$ cat config.mk
export PLATFORM = sky130hd
export DESIGN_NAME = pulse_peak_rate_meter_flat
export DESIGN_NICKNAME = d
export VERILOG_FILES = /design/src/hdl/pprm_pkg.sv /design/src/hdl/pprm_if.sv /design/src/hdl/pulse_peak_rate_meter.sv /design/src/hdl/pprm_div.sv /design/src/flat_wrapper.sv
export SDC_FILE = /design/constraint.sdc
export NUM_CORES = 1
export LEC_CHECK = 0
export BUFFER_PORTS_ARGS = -buffer_cell sky130_fd_sc_hd__buf_2
export CELL_PAD_IN_SITES_DETAIL_PLACEMENT = 1
export CELL_PAD_IN_SITES_GLOBAL_PLACEMENT = 2
export CORE_MARGIN = 2
export CORE_UTILIZATION = 43
export CTS_CLUSTER_SIZE = 12
export DETAILED_ROUTE_END_ITERATION = 10
export HOLD_SLACK_MARGIN = 0.08
export PLACE_DENSITY_LB_ADDON = 0.1
export SKIP_CTS_REPAIR_TIMING = 1
export SLEW_MARGIN = 10
export SYNTH_ARGS = -nofsm -noshare
export SYNTH_HDL_FRONTEND = slang
export SYNTH_SLANG_ARGS = --single-unit
$ cat constraint.sdc
create_clock -name clk -period 8.9 [get_ports clk]
set_input_delay 1.335 -clock clk [delete_from_list [all_inputs] [get_ports clk]]
set_output_delay 1.335 -clock clk [all_outputs]
set_load 0.1 [all_outputs]
$ cat src/hdl/pprm_pkg.sv
package pprm_pkg;

    // Field and state widths
    localparam int SAMPLE_W  = 16;
    localparam int RAW_W     = 10;
    localparam int PERIOD_W  = 10;
    localparam int GAIN_W    = 10;
    localparam int TOL_W     = 12;
    localparam int LEVEL_W   = 20;
    localparam int BPM_W     = 8;
    localparam int ELAPSED_W = 16;

    // Shared divider sizing: dividend constants fit in 16 bits, divisor is the period or elapsed time
    localparam int DVD_W = 16;
    localparam int DIV_W = (ELAPSED_W > DVD_W) ? ELAPSED_W : DVD_W;
    localparam int CNT_W = $clog2(DIV_W);

    // Reciprocal of 5: floor(4a/5) == (a * RECIP_FIVE) >> RECIP_SHIFT for a < 2^20
    localparam int RECIP_W     = 23;
    localparam int RECIP_SHIFT = 23;
    localparam logic [RECIP_W-1:0] RECIP_FIVE = 23'd6710887;

    localparam logic [PERIOD_W-1:0] PERIOD_RESET = 10'd60;
    localparam logic [GAIN_W-1:0]   GAIN_RESET   = 10'd16;   // 1000 / 60
    localparam logic [TOL_W-1:0]    TOL_RESET    = 12'd50;   // 3000 / 60

    localparam logic [DVD_W-1:0] GAIN_NUM = 16'd1000;
    localparam logic [DVD_W-1:0] TOL_NUM  = 16'd3000;
    localparam logic [DVD_W-1:0] RATE_NUM = 16'd60000;

    localparam logic [DIV_W-1:0] RATE_LO = DIV_W'(50);
    localparam logic [DIV_W-1:0] RATE_HI = DIV_W'(200);

    localparam logic [ELAPSED_W-1:0] ELAPSED_MAX = {ELAPSED_W{1'b1}};

    typedef enum logic [3:0] {
        S_IDLE,
        S_GAIN,
        S_TOL,
        S_MUL,
        S_SCALE,
        S_SEL,
        S_PEAK,
        S_RATE,
        S_OUT
    } state_t;

    typedef struct packed {
        logic             start;
        logic [DIV_W-1:0] dividend;
        logic [DIV_W-1:0] divisor;
    } div_req_t;

    typedef struct packed {
        logic             done;
        logic [DIV_W-1:0] quotient;
    } div_rsp_t;

endpackage

$ cat src/hdl/pprm_if.sv
// Sample channel
interface pprm_in_if;
    logic                          valid;
    logic                          ready;
    logic [pprm_pkg::SAMPLE_W-1:0] sample;

    modport source (output valid, output sample, input ready);
    modport sink   (input valid, input sample, output ready);
endinterface

// Result channel
interface pprm_out_if;
    logic                       valid;
    logic                       ready;
    logic                       beat;
    logic                       rate_valid;
    logic [pprm_pkg::BPM_W-1:0] rate_bpm;

    modport source (output valid, output beat, output rate_valid, output rate_bpm,
                    input ready);
    modport sink   (input valid, input beat, input rate_valid, input rate_bpm,
                    output ready);
endinterface

$ cat src/hdl/pulse_peak_rate_meter.sv
// Pulse peak detector with beats-per-minute readout.
// in_ch carries one 16-bit converter sample per transfer; out_ch returns one result
// per sample: beat flag, rate_valid and rate_bpm (0 unless rate_valid).
// cfg_wr_en/cfg_wr_data write sample_period_ms; a value of 0 acts as 1.
// After a period write the block derives gain = 1000/p and tolerance = 3000/p
// with the shared serial divider, with in_ch.ready low.
// Per sample: acceptance leads through S_MUL, S_SCALE, S_SEL, S_PEAK and S_OUT
// to the result; on a beat with nonzero elapsed time S_RATE runs 60000/elapsed
// through the same divider at one quotient bit per cycle (16 bits). The block holds one sample
// at a time; in_ch.ready is high only while idle, so a new sample is taken
// only after the previous result has gone to the output register.
// Results sit in an output register; if out_ch stalls, the next finished result
// waits and the block stays in its last step until the register frees.
// Reset (rst_n, async, active low) sets the period to 60 ms, gain 16,
// tolerance 50, and clears the peak level, peak-zone flag, elapsed time and
// the output valid flag.
module pulse_peak_rate_meter
(
    input  logic                          clk,
    input  logic                          rst_n,
    input  logic                          cfg_wr_en,
    input  logic [pprm_pkg::PERIOD_W-1:0] cfg_wr_data,
    pprm_in_if.sink                       in_ch,
    pprm_out_if.source                    out_ch
);

    localparam int PROD_W = pprm_pkg::LEVEL_W + pprm_pkg::RECIP_W;

    pprm_pkg::state_t state_reg, state_next;

    logic [pprm_pkg::PERIOD_W-1:0]  period_reg;
    logic                           dirty_reg;
    logic [pprm_pkg::GAIN_W-1:0]    gain_reg, gain_next;
    logic [pprm_pkg::TOL_W-1:0]     tol_reg, tol_next;
    logic [pprm_pkg::RAW_W-1:0]     raw_reg, raw_next;
    logic [pprm_pkg::LEVEL_W-1:0]   a_reg, a_next;
    logic [pprm_pkg::LEVEL_W-1:0]   q5_reg, q5_next;
    logic [pprm_pkg::LEVEL_W-1:0]   peak_reg, peak_next;
    logic                           in_peak_reg, in_peak_next;
    logic [pprm_pkg::ELAPSED_W-1:0] elapsed_reg, elapsed_next;
    logic                           beat_reg, beat_next;
    logic                           ok_reg, ok_next;
    logic [pprm_pkg::BPM_W-1:0]     bpm_reg, bpm_next;

    logic                           ov_reg, ov_next;
    logic                           ob_reg, ob_next;
    logic                           orv_reg, orv_next;
    logic [pprm_pkg::BPM_W-1:0]     obpm_reg, obpm_next;

    pprm_pkg::div_req_t div_req;
    pprm_pkg::div_rsp_t div_rsp;

    logic [pprm_pkg::PERIOD_W-1:0]  p_eff;
    logic [PROD_W-1:0]              prod;
    logic [pprm_pkg::LEVEL_W:0]     a_plus_gain;
    logic [pprm_pkg::LEVEL_W:0]     a_plus_tol;
    logic                           enter_zone;
    logic                           leave_zone;
    logic [pprm_pkg::ELAPSED_W-1:0] el_base;
    logic [pprm_pkg::ELAPSED_W:0]   el_sum;
    logic                           out_free;
    logic                           rate_in_range;

    pprm_div u_div
    (
        .clk   (clk),
        .rst_n (rst_n),
        .req   (div_req),
        .rsp   (div_rsp)
    );

    // Zero period acts as one
    assign p_eff = (period_reg == '0) ? pprm_pkg::PERIOD_W'(1) : period_reg;

    // Datapath helpers
    assign prod        = PROD_W'(a_reg) * PROD_W'(pprm_pkg::RECIP_FIVE);
    assign a_plus_gain = {1'b0, a_reg} + (pprm_pkg::LEVEL_W + 1)'(gain_reg);
    assign a_plus_tol  = {1'b0, a_reg} + (pprm_pkg::LEVEL_W + 1)'(tol_reg);
    assign enter_zone  = a_plus_gain > {1'b0, peak_reg};
    assign leave_zone  = a_plus_tol < {1'b0, peak_reg};
    assign el_base     = beat_reg ? '0 : elapsed_reg;
    assign el_sum      = {1'b0, el_base} + (pprm_pkg::ELAPSED_W + 1)'(p_eff);
    assign out_free    = !ov_reg || out_ch.ready;
    assign rate_in_range = (div_rsp.quotient > pprm_pkg::RATE_LO) &&
                           (div_rsp.quotient < pprm_pkg::RATE_HI);

    assign in_ch.ready = (state_reg == pprm_pkg::S_IDLE) && !dirty_reg && !cfg_wr_en;

    // Sequencer and datapath next values
    always_comb
    begin
        state_next   = state_reg;
        gain_next    = gain_reg;
        tol_next     = tol_reg;
        raw_next     = raw_reg;
        a_next       = a_reg;
        q5_next      = q5_reg;
        peak_next    = peak_reg;
        in_peak_next = in_peak_reg;
        elapsed_next = elapsed_reg;
        beat_next    = beat_reg;
        ok_next      = ok_reg;
        bpm_next     = bpm_reg;
        ov_next      = ov_reg && !out_ch.ready;
        ob_next      = ob_reg;
        orv_next     = orv_reg;
        obpm_next    = obpm_reg;
        div_req.start    = 1'b0;
        div_req.dividend = pprm_pkg::DIV_W'(pprm_pkg::GAIN_NUM);
        div_req.divisor  = pprm_pkg::DIV_W'(p_eff);

        case (state_reg)
            pprm_pkg::S_IDLE:
            begin
                if (dirty_reg)
                begin
                    div_req.start = 1'b1;
                    state_next    = pprm_pkg::S_GAIN;
                end
                else if (in_ch.valid && in_ch.ready)
                begin
                    raw_next   = in_ch.sample[pprm_pkg::SAMPLE_W-1 -: pprm_pkg::RAW_W];
                    state_next = pprm_pkg::S_MUL;
                end
            end

            pprm_pkg::S_GAIN:
            begin
                if (div_rsp.done)
                begin
                    gain_next        = div_rsp.quotient[pprm_pkg::GAIN_W-1:0];
                    div_req.start    = 1'b1;
                    div_req.dividend = pprm_pkg::DIV_W'(pprm_pkg::TOL_NUM);
                    state_next       = pprm_pkg::S_TOL;
                end
            end

            pprm_pkg::S_TOL:
            begin
                if (div_rsp.done)
                begin
                    tol_next   = div_rsp.quotient[pprm_pkg::TOL_W-1:0];
                    state_next = pprm_pkg::S_IDLE;
                end
            end

            // Scaled sample
            pprm_pkg::S_MUL:
            begin
                a_next     = pprm_pkg::LEVEL_W'(raw_reg) * pprm_pkg::LEVEL_W'(gain_reg);
                state_next = pprm_pkg::S_SCALE;
            end

            // 4a/5 by reciprocal
            pprm_pkg::S_SCALE:
            begin
                q5_next    = prod[pprm_pkg::RECIP_SHIFT +: pprm_pkg::LEVEL_W];
                state_next = pprm_pkg::S_SEL;
            end

            // Peak collapses when the sample falls below a quarter of it
            pprm_pkg::S_SEL:
            begin
                if ({a_reg, 2'b00} < {2'b00, peak_reg})
                    peak_next = q5_reg;
                state_next = pprm_pkg::S_PEAK;
            end

            // Peak zone tracking and beat detection
            pprm_pkg::S_PEAK:
            begin
                beat_next  = 1'b0;
                ok_next    = 1'b0;
                bpm_next   = '0;
                state_next = pprm_pkg::S_OUT;
                if (enter_zone)
                begin
                    if (a_reg > peak_reg)
                        peak_next = a_reg;
                    beat_next    = !in_peak_reg;
                    in_peak_next = 1'b1;
                    if (!in_peak_reg && (elapsed_reg != '0))
                    begin
                        div_req.start    = 1'b1;
                        div_req.dividend = pprm_pkg::DIV_W'(pprm_pkg::RATE_NUM);
                        div_req.divisor  = pprm_pkg::DIV_W'(elapsed_reg);
                        state_next       = pprm_pkg::S_RATE;
                    end
                end
                else if (leave_zone)
                begin
                    in_peak_next = 1'b0;
                    peak_next    = (peak_reg >= pprm_pkg::LEVEL_W'(gain_reg)) ?
                                   peak_reg - pprm_pkg::LEVEL_W'(gain_reg) : '0;
                end
            end

            pprm_pkg::S_RATE:
            begin
                if (div_rsp.done)
                begin
                    ok_next    = rate_in_range;
                    bpm_next   = rate_in_range ?
                                 div_rsp.quotient[pprm_pkg::BPM_W-1:0] : '0;
                    state_next = pprm_pkg::S_OUT;
                end
            end

            // Hand result to the output register, advance elapsed time
            pprm_pkg::S_OUT:
            begin
                if (out_free)
                begin
                    ov_next      = 1'b1;
                    ob_next      = beat_reg;
                    orv_next     = ok_reg;
                    obpm_next    = bpm_reg;
                    elapsed_next = el_sum[pprm_pkg::ELAPSED_W] ? pprm_pkg::ELAPSED_MAX :
                                   el_sum[pprm_pkg::ELAPSED_W-1:0];
                    state_next   = pprm_pkg::S_IDLE;
                end
            end

            default:
            begin
                state_next = pprm_pkg::S_IDLE;
            end
        endcase
    end

    // Control state
    always_ff @(posedge clk or negedge rst_n)
    begin
        if (!rst_n)
        begin
            state_reg   <= pprm_pkg::S_IDLE;
            period_reg  <= pprm_pkg::PERIOD_RESET;
            dirty_reg   <= 1'b0;
            gain_reg    <= pprm_pkg::GAIN_RESET;
            tol_reg     <= pprm_pkg::TOL_RESET;
            peak_reg    <= '0;
            in_peak_reg <= 1'b0;
            elapsed_reg <= '0;
            ov_reg      <= 1'b0;
        end
        else
        begin
            state_reg   <= state_next;
            gain_reg    <= gain_next;
            tol_reg     <= tol_next;
            peak_reg    <= peak_next;
            in_peak_reg <= in_peak_next;
            elapsed_reg <= elapsed_next;
            ov_reg      <= ov_next;
            if (cfg_wr_en)
            begin
                period_reg <= cfg_wr_data;
                dirty_reg  <= 1'b1;
            end
            else if (state_reg == pprm_pkg::S_IDLE)
            begin
                dirty_reg  <= 1'b0;
            end
        end
    end

    // Payload registers
    always_ff @(posedge clk)
    begin
        raw_reg  <= raw_next;
        a_reg    <= a_next;
        q5_reg   <= q5_next;
        beat_reg <= beat_next;
        ok_reg   <= ok_next;
        bpm_reg  <= bpm_next;
        ob_reg   <= ob_next;
        orv_reg  <= orv_next;
        obpm_reg <= obpm_next;
    end

    assign out_ch.valid      = ov_reg;
    assign out_ch.beat       = ob_reg;
    assign out_ch.rate_valid = orv_reg;
    assign out_ch.rate_bpm   = obpm_reg;

endmodule

$ cat src/hdl/pprm_div.sv
// Restoring divider, one quotient bit per cycle
module pprm_div
(
    input  logic               clk,
    input  logic               rst_n,
    input  pprm_pkg::div_req_t req,
    output pprm_pkg::div_rsp_t rsp
);

    logic                           busy_reg, busy_next;
    logic                           done_reg, done_next;
    logic [pprm_pkg::CNT_W-1:0]     cnt_reg, cnt_next;
    logic [pprm_pkg::DIV_W:0]       rem_reg, rem_next;
    logic [pprm_pkg::DIV_W-1:0]     quo_reg, quo_next;
    logic [pprm_pkg::DIV_W-1:0]     dsr_reg, dsr_next;
    logic [pprm_pkg::DIV_W:0]       rem_sh;
    logic [pprm_pkg::DIV_W:0]       rem_sub;
    logic                           q_bit;

    // One shift-subtract step
    always_comb
    begin
        rem_sh  = {rem_reg[pprm_pkg::DIV_W-1:0], quo_reg[pprm_pkg::DIV_W-1]};
        q_bit   = (rem_sh >= {1'b0, dsr_reg});
        rem_sub = rem_sh - {1'b0, dsr_reg};
    end

    always_comb
    begin
        busy_next = busy_reg;
        done_next = 1'b0;
        cnt_next  = cnt_reg;
        rem_next  = rem_reg;
        quo_next  = quo_reg;
        dsr_next  = dsr_reg;
        if (req.start)
        begin
            busy_next = 1'b1;
            cnt_next  = '0;
            rem_next  = '0;
            quo_next  = req.dividend;
            dsr_next  = req.divisor;
        end
        else if (busy_reg)
        begin
            rem_next = q_bit ? rem_sub : rem_sh;
            quo_next = {quo_reg[pprm_pkg::DIV_W-2:0], q_bit};
            cnt_next = cnt_reg + 1'b1;
            if (cnt_reg == pprm_pkg::CNT_W'(pprm_pkg::DIV_W - 1))
            begin
                busy_next = 1'b0;
                done_next = 1'b1;
            end
        end
    end

    always_ff @(posedge clk or negedge rst_n)
    begin
        if (!rst_n)
        begin
            busy_reg <= 1'b0;
            done_reg <= 1'b0;
            cnt_reg  <= '0;
        end
        else
        begin
            busy_reg <= busy_next;
            done_reg <= done_next;
            cnt_reg  <= cnt_next;
        end
    end

    always_ff @(posedge clk)
    begin
        rem_reg <= rem_next;
        quo_reg <= quo_next;
        dsr_reg <= dsr_next;
    end

    assign rsp.done     = done_reg;
    assign rsp.quotient = quo_reg;

endmodule
$ cat src/flat_wrapper.sv
// flat-port wrapper written by rule: the top's interface ports become plain ports
module pulse_peak_rate_meter_flat 
  (clk, rst_n, cfg_wr_en, cfg_wr_data, in_ch_valid, in_ch_sample, in_ch_ready, out_ch_valid, out_ch_beat, out_ch_rate_valid, out_ch_rate_bpm, out_ch_ready);
  pprm_in_if in_ch_i ();
  pprm_out_if out_ch_i ();
  input  logic clk;
  input  logic rst_n;
  input  logic cfg_wr_en;
  input  logic [pprm_pkg::PERIOD_W-1:0] cfg_wr_data;
  input wire logic [$bits(in_ch_i.valid)-1:0] in_ch_valid;
  input wire logic [$bits(in_ch_i.sample)-1:0] in_ch_sample;
  output wire logic [$bits(in_ch_i.ready)-1:0] in_ch_ready;
  output wire logic [$bits(out_ch_i.valid)-1:0] out_ch_valid;
  output wire logic [$bits(out_ch_i.beat)-1:0] out_ch_beat;
  output wire logic [$bits(out_ch_i.rate_valid)-1:0] out_ch_rate_valid;
  output wire logic [$bits(out_ch_i.rate_bpm)-1:0] out_ch_rate_bpm;
  input wire logic [$bits(out_ch_i.ready)-1:0] out_ch_ready;
  assign in_ch_i.valid = in_ch_valid;
  assign in_ch_i.sample = in_ch_sample;
  assign in_ch_ready = in_ch_i.ready;
  assign out_ch_valid = out_ch_i.valid;
  assign out_ch_beat = out_ch_i.beat;
  assign out_ch_rate_valid = out_ch_i.rate_valid;
  assign out_ch_rate_bpm = out_ch_i.rate_bpm;
  assign out_ch_i.ready = out_ch_ready;
  pulse_peak_rate_meter u_core (.clk(clk), .rst_n(rst_n), .cfg_wr_en(cfg_wr_en), .cfg_wr_data(cfg_wr_data), .in_ch(in_ch_i), .out_ch(out_ch_i));
endmodule
== Yosys cells after proc, flatten, opt, wreduce, memory -nomap -nowiden ==
Index checks and enable logic that the tools add are counted.
Widths: inputs -> output; s select.

* $add $sub $neg: 6
* Multiply operators: 2
* Magnitude comparators: 8
* Equal/unequal tests: 17
* Muxes and demuxes: 47
* Bitwise logic cells: 1
* Reductions and logical operators: 29

{| class="wikitable"
|+ Operators by type and width
! kind !! number
|-
| $mux 20 || 5
|-
| $mux 16 || 5
|-
| $mux 33 || 2
|-
| $mul 20x23->43 const B || 1
|-
| $mux 4 || 10
|-
| $pmux 20 s2 || 1
|-
| $pmux 4 s9 || 1
|-
| $pmux 16 s2 || 1
|-
| $lt 22x20->1 || 1
|-
| $add 20x10->21 || 1
|-
| $add 20x12->21 || 1
|-
| $gt 21x20->1 || 1
|-
| $lt 21x20->1 || 1
|-
| $ge 20x10->1 || 1
|-
| $gt 20x20->1 || 1
|-
| $mul 10x10->20 || 1
|-
| $mux 10 || 2
|-
| $sub 20x10->20 || 1
|-
| $add 16x10->17 || 1
|-
| $ge 17x16->1 || 1
|-
| $mux 17 || 1
|-
| $eq 4x3->1 const B || 4
|-
| $gt 16x6->1 const B || 1
|-
| $lt 16x8->1 const B || 1
|-
| 27 further kinds || 64
|}

* Register bits: 199
* Output and inout port bits: 12
* Logic and storage cells: 135

== Longest topological paths before layout ==
Gate-level depths: netlist (run 1).

* Depth in word-level cells: 7
* Gate-level depth with buffers: 25
* Depth with buffers taken out: 25

== Hierarchy ==
Synthesis (run 1) repeated with hierarchy kept, for this count alone.

* Cell total of the unflattened synthesis: 2,250
* Area, all modules: 22,248.8 um2

{| class="wikitable"
|+ Modules (own cells, without submodules)
! module !! times used !! cells an instance !! area each (um2) !! sequential area each (um2)
|-
| pulse_peak_rate_meter || 1 || 1,984 || 19,312.3 || 3,988.8
|-
| pprm_div || 1 || 266 || 2,936.6 || 1,431.4
|}

== Worst setup path before layout (run 1) ==
No wires, ideal clock.

* Kind: register to register
* Start point: register u_core.a_reg[12] (netlist bit)
* End point: register u_core.q5_reg[19] (netlist bit) (data pin)
* Setup time: 0.260 ns
* Arrival time: 6.682 ns
* Required time: 8.640 ns
* Setup slack: 1.958 ns
* Stages on the path, launching flop included: 26
* Buffers on the path: 0
* Path through: edfxtp_1 -> inv_1 -> ha_1 -> fa_1 -> inv_1 -> fa_1 -> inv_1 -> fa_1 -> fa_1 -> inv_1 -> fa_1 -> inv_1 -> fa_1 -> inv_1 -> ha_1 -> and4_1 -> nand3_1 -> o21ai_0 -> o211ai_1 -> a221oi_1 -> a41oi_2 -> o21ai_1 -> o41ai_2 -> o21bai_1 -> a21oi_1 -> xnor2_1

* Word-level cells in the longest chain between the ends: 1

{| class="wikitable"
|+ RTL lines
! item !! line !! source
|-
| start: declaration || pulse_peak_rate_meter.sv:36 || <nowiki>logic [pprm_pkg::LEVEL_W-1:0] a_reg, a_next;</nowiki>
|-
| start signal: assignment || pulse_peak_rate_meter.sv:271 || <nowiki>a_reg <= a_next;</nowiki>
|-
| $mul 20x23->43 || pulse_peak_rate_meter.sv:76 || <nowiki>assign prod = PROD_W'(a_reg) * PROD_W'(pprm_pkg::RECIP_FIVE);</nowiki>
|-
| via u_core.prod[42] || pulse_peak_rate_meter.sv:54 || <nowiki>logic [PROD_W-1:0] prod;</nowiki>
|-
| end signal: assignment || pulse_peak_rate_meter.sv:272 || <nowiki>q5_reg <= q5_next;</nowiki>
|-
| end: declaration || pulse_peak_rate_meter.sv:37 || <nowiki>logic [pprm_pkg::LEVEL_W-1:0] q5_reg, q5_next;</nowiki>
|}

The timed path passes the listed nets, and every way through them passes these cells.
A chain may end at the register's enable or synchronous reset.

== Final worst setup path (run 1) ==
* Start point: register u_core.a_reg[15] (netlist bit)
* End point: register u_core.q5_reg[19] (netlist bit) (data pin)

Same word-level chain as after synthesis.

==> qor.csv, run 1 <==
stage,metric,value,unit
placed_design,place_congestion,0.871,
placed_design,numPortBuffers,36,
sta,maxSlewHeadroom,22.5,%
yosys,synth_simple_gate_area_share,12.6,%
sta,finalSetupTns,0,ps
routing,wl_per_cell,20.4,µm
floorplanning,pin_count,43,
sta,slew_violations,0,
setup_path,critPathMaxFanout,8,
global_route,antenna_found_initial,0,
hold_path,min_path_type,flop to flop,
final_layout,fillers,5786,
floorplanning,fp-row-count,83,
routing,vias,16100,
final_layout,nets,2882,
sta,skew,25.3,ps
floorplanning,start_util,43.3,%
sta,hold_viol,0,
final_layout,area.growth.synth_to_final,7.06,%
setup_path,slowest_stage,edfxtp_1,
setup_path,crit_arrival,7950,ps
routing,viasPerCell,5.40,
cts,cts_tree,yes,
floorplanning,die_w,231,µm
setup_path,critPathBufInv,7,
floorplanning,die_y,231,µm
setup_path,crit_type,flop to flop,
global_route,grt_usage,23.9,%
final_layout,drive_gt1_share,6.98,%
yosys,yosysWarningCount,0,
routing,first_pass_iters,6,
setup_path,r2r_setup_slack,1180,ps
yosys,synth_edf_count,102,
global_route,grt_pass1_wl,98100,µm
global_route,grt_max_degree,58,
yosys,synth_ff_type,edfxtp_1,
setup_path,required,9130,ps
yosys,yosysTopAreaCell,ha_1,
yosys,synth_xor_area_share,3.87,%
routing,drcViolationCount,0,
cts,cts.clk_slew.worst_paths,80,ps
cts,htreeDepth,4,
sta,period_needed,7720,ps
setup_path,cpLargestDelayFamily,adder cells,
yosys,syn_area,0.0222,mm²
setup_path,cpPeakStageDelay,730,ps
sta,max_freq,130,MHz
sta,finalSetupViolations,0,
floorplanning,core_area,0.0512,mm²
status,status,finished clean,
yosys,synth_mux_area_share,2.17,%
placed_design,place_hpwl,49900,µm
run,max_cap_violations,0,
global_route,grt.overflow.total,0,
yosys,synthDistinctLibCells,80,
cts,cts_root_buffer,clkbuf_16,
yosys,syn_area_per_cell,9.72,µm²
yosys,synth_fa_ha_area_share,37.9,%
setup_path,start_kind,flop,
sta,period_share,86.8,%
yosys,syn-num-nets,2870,
routing,wl,61000,µm
yosys,synth_top_family_by_area,adder cells,
yosys,yosysSeqAreaShare,24.4,%
yosys,synth_top_area_share,20.5,%
cts,cts_buffers,17,
routing,drtIter0Drc,695,
sta,grt_setup_unrepaired,false,
yosys,synth_compound_area_share,11.6,%
cts,cts.sinks,199,
final_layout,antenna_cells,0,
cts,ctsLongestPathBuffers,2,
global_route,grt_pass1_vias,17500,
floorplanning,dieArea,0.0534,mm²
setup_path,cp-end-kind,flop,
cts,insertion_delay,500,ps
routing,antenna_left,0,
yosys,ys_seq_elements,199,
yosys,synthArstFlopShare,40.7,%
yosys,synth_area_leaders,"ha_1 (20%), fa_1 (17%), edfxtp_1 (14%)",
sta,worstMarginPinSlew,1160,ps
yosys,synthCells,2283,
-- layout make-up --
type	instances	area, µm²	share of cell area (%)
multi-input cells	1650	15100	63.7
clock inverters	14	190	0.800
well taps	680	851	3.58
clock buffers	18	429	1.81
flip-flops and latches	199	5420	22.8
inverters	369	1390	5.83
repair buffers	58	348	1.46
-- cell families after synthesis --
logic type | Yosys count
compound gates | 386
xor+xnor | 98
fa+ha+maj | 556
buf+inv | 434
flops | 199
mux | 44
simple gates | 566
-- through the flow --
stage          setup slack, ps  area (µm²)  cells  hold WS (ps)  util, %
3_3_place_gp              1240       23100   2956           405     45.2
4_1_cts                   1130       23800   2988           424     46.4
3_5_place_dp              1170       23100   2956           406     45.2
5_1_grt                    728       23800   2988           428     46.4
6_report                  1180       23800   2988           423     46.4
2_1_floorplan             1960       22200   2283           400        -
-- final timing paths --
path	startpoint	end	cells past startpoint
setup / recovery	u_core.a_reg[15]$_DFFE_PP_	u_core.q5_reg[19]$_DFFE_PP_	26
hold / removal	u_core.bpm_reg[6]$_SDFFCE_PN0P_	u_core.out_ch.rate_bpm[6]$_DFFE_PP_	0
setup reg to reg	u_core.a_reg[15]$_DFFE_PP_	u_core.q5_reg[19]$_DFFE_PP_	26
hold reg to reg	u_core.bpm_reg[6]$_SDFFCE_PN0P_	u_core.out_ch.rate_bpm[6]$_DFFE_PP_	0
max in group asynchronous	rst_n	u_core.state_reg[3]$_DFFE_PN0P_	2
min in group asynchronous	rst_n	u_core.peak_reg[14]$_DFFE_PN0P_	1
-- cell usage in the layout, fill, tap and decap left out, drive strengths merged, types with 71 or more instances in the layout --
| cell type | count |
|---|---|
| o21ai | 73 |
| dfrtp | 73 |
| edfxtp | 102 |
| xnor2 | 71 |
| nor2 | 132 |
| a21oi | 105 |
| ha | 363 |
| nand2 | 160 |
| inv | 373 |
| fa | 193 |
-- synth_stat cells (all sizes together), types with 6 or more instances --
master,n
a211oi,20
a21boi,6
a21o,53
a21oi,105
a221oi,9
a22o,6
a31oi,18
a41oi,6
and2,62
and3,14
and4,6
buf,10
clkbuf,55
dfrtp,73
dfstp,8
dfxtp,16
edfxtp,102
fa,193
ha,363
inv,367
mux2,33
mux2i,11
nand2,160
nand2b,14
nand3,46
nand4,21
nor2,132
nor2b,36
nor3,32
nor4,14
o21a,22
o21ai,73
o21bai,10
or2,9
or3,13
xnor2,71
xor2,27
-- worst register-to-register path, stage by stage (launching register included) --
cell,delay (ps)
edfxtp_1,730
ha_1,310
inv_1,80
fa_1,530
inv_1,70
fa_1,700
inv_1,120
fa_1,560
fa_1,560
inv_1,60
fa_1,500
inv_1,60
fa_1,510
inv_1,50
ha_1,350
and4_1,260
nand3_1,110
o21ai_0,170
o211ai_1,100
a221oi_1,310
buf_4,200
a41oi_2,190
o21ai_1,350
o41ai_2,130
o21bai_1,220
a21oi_1,120
xnor2_1,130
-- per-layer routing --
metal	track usage [%]	wire [µm]
met1	32.4	29300
met3	3.01	1230
met2	40.1	29100
met4	6.90	1410
met5	0	0
Power of run 1 is not shown: default switching activity piles up to over one toggle a cycle in this logic, so the estimate is an artifact.
==> run 2: changes to the inputs <==
==> constraint.sdc (replaced) <==
create_clock -name clk -period 7.2 [get_ports clk]
set_input_delay 1.08 -clock clk [delete_from_list [all_inputs] [get_ports clk]]
set_output_delay 1.08 -clock clk [all_outputs]
set_load 0.1 [all_outputs]
==> run 2 against run 1 <==
First-iteration DRC count grew 7.1%. Critical path depth shrank 3. Final area grew 1.6%. Routed wire length grew 1.7%. Maximum frequency grew 12%. Core utilization grew 0.73 points. Setup slack lost 900 ps. Final cell count grew 1.3%. Non-clock buffer count grew 38. Critical endpoint is now u_core.q5_reg[18]$_DFFE_PP_.
==> qor.csv, run 2 (synthesis results as in run 1) <==
stage,metric,value,unit,change
global_route,grt_pass1_vias,17800,,+1.7%
setup_path,required,7460,ps,-1670 ps
global_route,grt_use_met2,39.9,%,-0.19 points
floorplanning,die_y,231,µm,unchanged
run,max_cap_violations,0,,unchanged
final_layout,area.growth.synth_to_final,8.74,%,
sta,maxSlewHeadroom,25.9,%,+3.4 points
global_route,grt_usage,24.1,%,+0.23 points
sta,max_freq,144,MHz,+12%
setup_path,path_cells,buf_4 -> fa_1 -> inv_1 -> fa_1 -> fa_1 -> fa_2 -> fa_1 -> inv_1 -> fa_1 -> ha_1 -> ha_1 -> a21oi_1 -> o21ai_1 -> a221o_1 -> and4b_1 -> a221oi_2 -> buf_4 -> a41oi_4 -> o21ai_2 -> o41ai_2 -> o21bai_1 -> buf_4 -> xor2_1,,
setup_path,cp-end-kind,flop,,
setup_path,path_depth,23,,-12%
floorplanning,die_w,231,µm,unchanged
placed_design,place_hpwl,51000,µm,+2.3%
cts,insertion_delay,500,ps,about the same
cts,cts_tree,yes,,
floorplanning,start_util,43.3,%,unchanged
final_layout,drive_gt1_share,9.38,%,+2.4 points
sta,period_share,96.2,%,+9.4 points
setup_path,start_kind,flop,,
floorplanning,pin_count,43,,unchanged
routing,vias,16500,,+2.0%
setup_path,cpLargestDelayFamily,adder cells,,
floorplanning,dieArea,0.0534,mm²,unchanged
routing,wl,62100,µm,+1.7%
sta,finalSetupTns,0,ps,unchanged
global_route,use_met3,3.09,%,+0.074 points
global_route,antenna_found_initial,0,,unchanged
routing,viasPerCell,5.44,,+0.75%
status,status,finished clean,,
global_route,grt.busiest_layer,met2,,
hold_path,min_path_type,flop to flop,,
final_layout,nets,2920,,+1.3%
floorplanning,fp-row-count,83,,unchanged
routing,first_pass_iters,6,,unchanged
cts,cts_buffers,17,,unchanged
final_layout,final_common_cell,inv_1,,
global_route,grt_pass1_wl,99200,µm,+1.1%
cts,htreeDepth,4,,unchanged
routing,drcViolationCount,0,,unchanged
sta,skew,15.8,ps,-9.52 ps
placed_design,numPortBuffers,36,,unchanged
sta,slew_violations,0,,unchanged
sta,hold_viol,0,,unchanged
global_route,grt.overflow.total,0,,unchanged
setup_path,crit_type,flop to flop,,
floorplanning,core_area,0.0512,mm²,unchanged
sta,period_needed,6920,ps,-798 ps
routing,wl_per_cell,20.5,µm,+0.46%
cts,cts.sinks,199,,unchanged
placed_design,place_congestion,0.859,,-1.3%
routing,antenna_left,0,,unchanged
setup_path,path_common_cell,fa_1,,
final_layout,final_cell_mix,"inv_1 (363), ha_1 (356), fa_1 (190)",,
routing,drtIter0Drc,744,,+7.1%
cts,cts.clk_slew.worst_paths,80,ps,about the same
sta,worstMarginPinSlew,1110,ps,-44.1 ps
cts,cts_root_buffer,clkbuf_16,,
setup_path,critPathBufInv,5,,-2
sta,grt_setup_unrepaired,false,,
hold_path,hold_depth,0,,unchanged
setup_path,rr_worst_depth,23,,-12%
setup_path,critPathMaxFanout,6,,-2
global_route,use_met1,32.3,%,-0.16 points
final_layout,antenna_cells,0,,unchanged
cts,ctsLongestPathBuffers,2,,unchanged
sta,finalSetupViolations,0,,unchanged
global_route,grt_max_degree,60,,+3.4%
setup_path,cpPeakStageDelay,560,ps,-170 ps
setup_path,slowest_stage,fa_1,,
setup_path,crit_arrival,7180,ps,-770 ps
[run 2: cell types whose count changed in the layout (fill, tap and decap cells not counted), moves of 4 or more]
cell / before / now
ha_1: 363 / 356
ha_2: 0 / 5
inv_2: 0 / 4
inv_1: 367 / 363
buf_4: 23 / 60
[run 2: layout make-up]
| type | instances | area [µm²] |
|---|---|---|
| Multi-Input combinational cell | 1650 | 15200 |
| Tap cell | 680 | 851 |
| Fill cell | 5730 | 27100 |
| Sequential cell | 199 | 5420 |
| Inverter | 369 | 1390 |
| Timing Repair Buffer | 96 | 637 |
| Clock buffer | 18 | 429 |
| Clock inverter | 14 | 191 |
[run 2: stage by stage]
step	hold WS (ps)	util [%]	area [µm²]	std cells	setup slack, ps
3_5_place_dp	407	45.7	23400	2988	135
2_1_floorplan	400	-	22200	2283	258
3_3_place_gp	402	45.7	23400	2988	152
4_1_cts	433	46.9	24000	3020	90.2
5_1_grt	445	47.1	24100	3026	15.5
6_report	427	47.1	24100	3026	277
[run 2: worst paths after layout]
kind,startpoint,endpoint,slack [ps]
max,u_core.a_reg[18]$_DFFE_PP_,u_core.q5_reg[18]$_DFFE_PP_,280
min,u_core.bpm_reg[5]$_SDFFCE_PN0P_,u_core.out_ch.rate_bpm[5]$_DFFE_PP_,430
max reg2reg,u_core.a_reg[18]$_DFFE_PP_,u_core.q5_reg[18]$_DFFE_PP_,280
min reg2reg,u_core.bpm_reg[5]$_SDFFCE_PN0P_,u_core.out_ch.rate_bpm[5]$_DFFE_PP_,430
max in group asynchronous,rst_n,u_core.tol_reg[0]$_DFFE_PN0P_,5510
min in group asynchronous,rst_n,u_core.peak_reg[19]$_DFFE_PN0P_,500
[run 2: layer usage]
metal  up-vias  part of all wire [%]
li1       7835                     -
met1      8342                    46
met2       207                    48
met3        75                   2.5
met4         0                   3.4
met5         -                     0
Power of run 2 is left out for the same reason.
==> run 3: changes to the inputs <==
--- a/config.mk
+++ b/config.mk
@@ -13,7 +13,8 @@
 export CTS_CLUSTER_SIZE = 12
 export DETAILED_ROUTE_END_ITERATION = 10
 export HOLD_SLACK_MARGIN = 0.08
-export PLACE_DENSITY_LB_ADDON = 0.1
+export PLACE_DENSITY = 0.86
+export RECOVER_POWER = 100
 export SKIP_CTS_REPAIR_TIMING = 1
 export SLEW_MARGIN = 10
 export SYNTH_ARGS = -nofsm -noshare
==> run 3 against run 2 <==
The flow now finishes with violations (max-capacitance violations, max-slew violations). Clock-buffer cell count down 1. Die area unchanged. Final area up 0.13%. Hold slack better by 6.2 ps. Critical path depth unchanged. Register-to-register slack about the same. Largest cell class unchanged. Core utilization up 0.061 points. Sequential share of layout area about the same. Critical endpoint unchanged. Non-clock buffer count up 1. Routed wire length down 1.2%. Via count about the same. Flip-flop and latch count unchanged.
==> qor.csv, run 3 (synthesis results as in run 1) <==
stage,metric,value,unit,change
routing,drcViolationCount,0,,unchanged
setup_path,required,7450,ps,about the same
run,max_cap_violations,4,,+4
floorplanning,start_util,43.3,%,unchanged
placed_design,placed_cell_area,0.0233,mm²,-0.14%
cts,insertion_delay,510,ps,about the same
floorplanning,core_area,0.0512,mm²,unchanged
status,status,"finished, violations left",,
global_route,grt_usage,23.8,%,-0.29 points
hold_path,min_path_type,flop to flop,,
sta,finalSetupViolations,0,,unchanged
final_layout,final_cell_mix,"inv_1 (365), ha_1 (351), fa_1 (187)",,
placed_design,place_hpwl,50100,µm,-1.8%
cts,ctsLongestPathBuffers,2,,unchanged
setup_path,path_cells,buf_4 -> fa_1 -> inv_1 -> fa_1 -> fa_1 -> fa_1 -> fa_2 -> inv_1 -> fa_1 -> ha_1 -> ha_4 -> a21oi_2 -> o21ai_0 -> a221o_1 -> and4b_1 -> a221oi_2 -> buf_4 -> a41oi_4 -> o21ai_2 -> o41ai_2 -> o21bai_1 -> buf_4 -> xor2_1,,
global_route,antenna_found_initial,0,,unchanged
routing,antenna_left,0,,unchanged
cts,cts.sinks,199,,unchanged
final_layout,multi_input_area,0.0153,mm²,+0.34%
final_layout,antenna_cells,0,,unchanged
sta,worstMarginPinSlew,3000,ps,+1880 ps
final_layout,final_common_cell,inv_1,,
floorplanning,pin_count,43,,unchanged
global_route,grt_pass1_vias,18100,,+1.8%
placed_design,dpl_worst_slack,89.1,ps,-46.2 ps
global_route,grt_max_degree,53,,-12%
placed_design,place_congestion,0.900,,+4.8%
final_layout,nets,2921,,+0.034%
setup_path,critPathMaxFanout,6,,unchanged
sta,max_freq,145,MHz,about the same
setup_path,path_common_cell,fa_1,,
cts,htreeDepth,4,,unchanged
floorplanning,die_w,231,µm,unchanged
sta,period_share,96.1,%,about the same
sta,maxSlewHeadroom,-99.8,%,-130 points
setup_path,crit_arrival,7170,ps,about the same
cts,cts_buffers,17,,unchanged
cts,cts_tree,yes,,
routing,vias,16500,,+0.067%
sta,fin_ws,281,ps,+4.12 ps
final_layout,drive_gt1_share,8.39,%,-0.98 points
sta,hold_viol,0,,unchanged
setup_path,start_kind,flop,,
final_layout,seq_area,0.00542,mm²,unchanged
routing,viasPerCell,5.44,,about the same
setup_path,cp-end-kind,flop,,
sta,slew_violations,126,,+126
status,violations,"max-capacitance violations, max-slew violations",,
global_route,grt_pass1_wl,99000,µm,-0.28%
setup_path,slowest_stage,fa_2,,
placed_design,numPortBuffers,36,,unchanged
sta,skew,22.1,ps,+6.34 ps
floorplanning,fp-row-count,83,,unchanged
setup_path,cpPeakStageDelay,620,ps,+60 ps
setup_path,critPathBufInv,5,,unchanged
final_layout,final_area,0.0242,mm²,+0.13%
sta,period_needed,6920,ps,-4.12 ps
routing,wl_per_cell,20.3,µm,-1.3%
routing,wl,61300,µm,-1.2%
cts,cts.clk_slew.worst_paths,90,ps,about the same
setup_path,crit_type,flop to flop,,
final_layout,fillers,5788,,+1.0%
global_route,grt.overflow.total,0,,unchanged
final_layout,area.growth.synth_to_final,8.89,%,
floorplanning,dieArea,0.0534,mm²,unchanged
routing,first_pass_iters,6,,unchanged
floorplanning,die_y,231,µm,unchanged
routing,drtIter0Drc,901,,+21%
setup_path,cpLargestDelayFamily,adder cells,,
cts,cts_root_buffer,clkbuf_16,,
-- run 3: stage by stage --
stage	instances	hold WS (ps)	utilization (%)	TNS, ps
floorplan	2283	400	-	0
global placement	2982	403	45.6	0
detailed placement	2982	409	45.6	0
CTS	3014	431	46.9	0
global route	3027	441	47.2	-59.8
finish	3027	433	47.2	0
-- run 3: final cells by class --
cell class	instances	area share [%]
flip-flops and latches	199	22.4
clock buffers	17	1.76
inverters	369	5.73
repair buffers	97	2.46
well taps	680	3.52
clock inverters	15	0.901
multi-input cells	1650	63.2
-- run 3: path summary, 6_finish.rpt --
check / startpoint / end / slack (ps) / cells past startpoint
max: u_core.a_reg[18]$_DFFE_PP_ / u_core.q5_reg[18]$_DFFE_PP_ / 280 / 23
min in group asynchronous: rst_n / u_core.peak_reg[18]$_DFFE_PN0P_ / 1140 / 1
min reg2reg: u_core.ok_reg$_DFFE_PP_ / u_core.out_ch.rate_valid$_DFFE_PP_ / 430 / 0
min: u_core.ok_reg$_DFFE_PP_ / u_core.out_ch.rate_valid$_DFFE_PP_ / 430 / 0
max in group asynchronous: rst_n / u_core.tol_reg[9]$_DFFE_PN0P_ / 2410 / 2
max reg2reg: u_core.a_reg[18]$_DFFE_PP_ / u_core.q5_reg[18]$_DFFE_PP_ / 280 / 23
-- run 3: per-layer routing --
metal | part of all wire (%) | routed length (µm) | GRT usage [%]
met5 | 0 | 0 | 0
met4 | 1.8 | 1080 | 5.56
met3 | 2.6 | 1580 | 2.92
met2 | 52 | 32100 | 43.4
met1 | 43 | 26500 | 30.0
-- run 3: worst register-to-register path: stages (launching register included) --
cell and delay [ps]:
edfxtp_1 390, buf_4 190, fa_1 510, inv_1 50, fa_1 480, fa_1 580
fa_1 470, fa_2 620, inv_1 70, fa_1 480, ha_1 350, ha_4 270
a21oi_2 130, o21ai_0 100, a221o_1 380, and4b_1 280, a221oi_2 60, buf_4 190
a41oi_4 180, o21ai_2 100, o41ai_2 330, o21bai_1 160, buf_4 150, xor2_1 130
Power of run 3 is left out for the same reason.
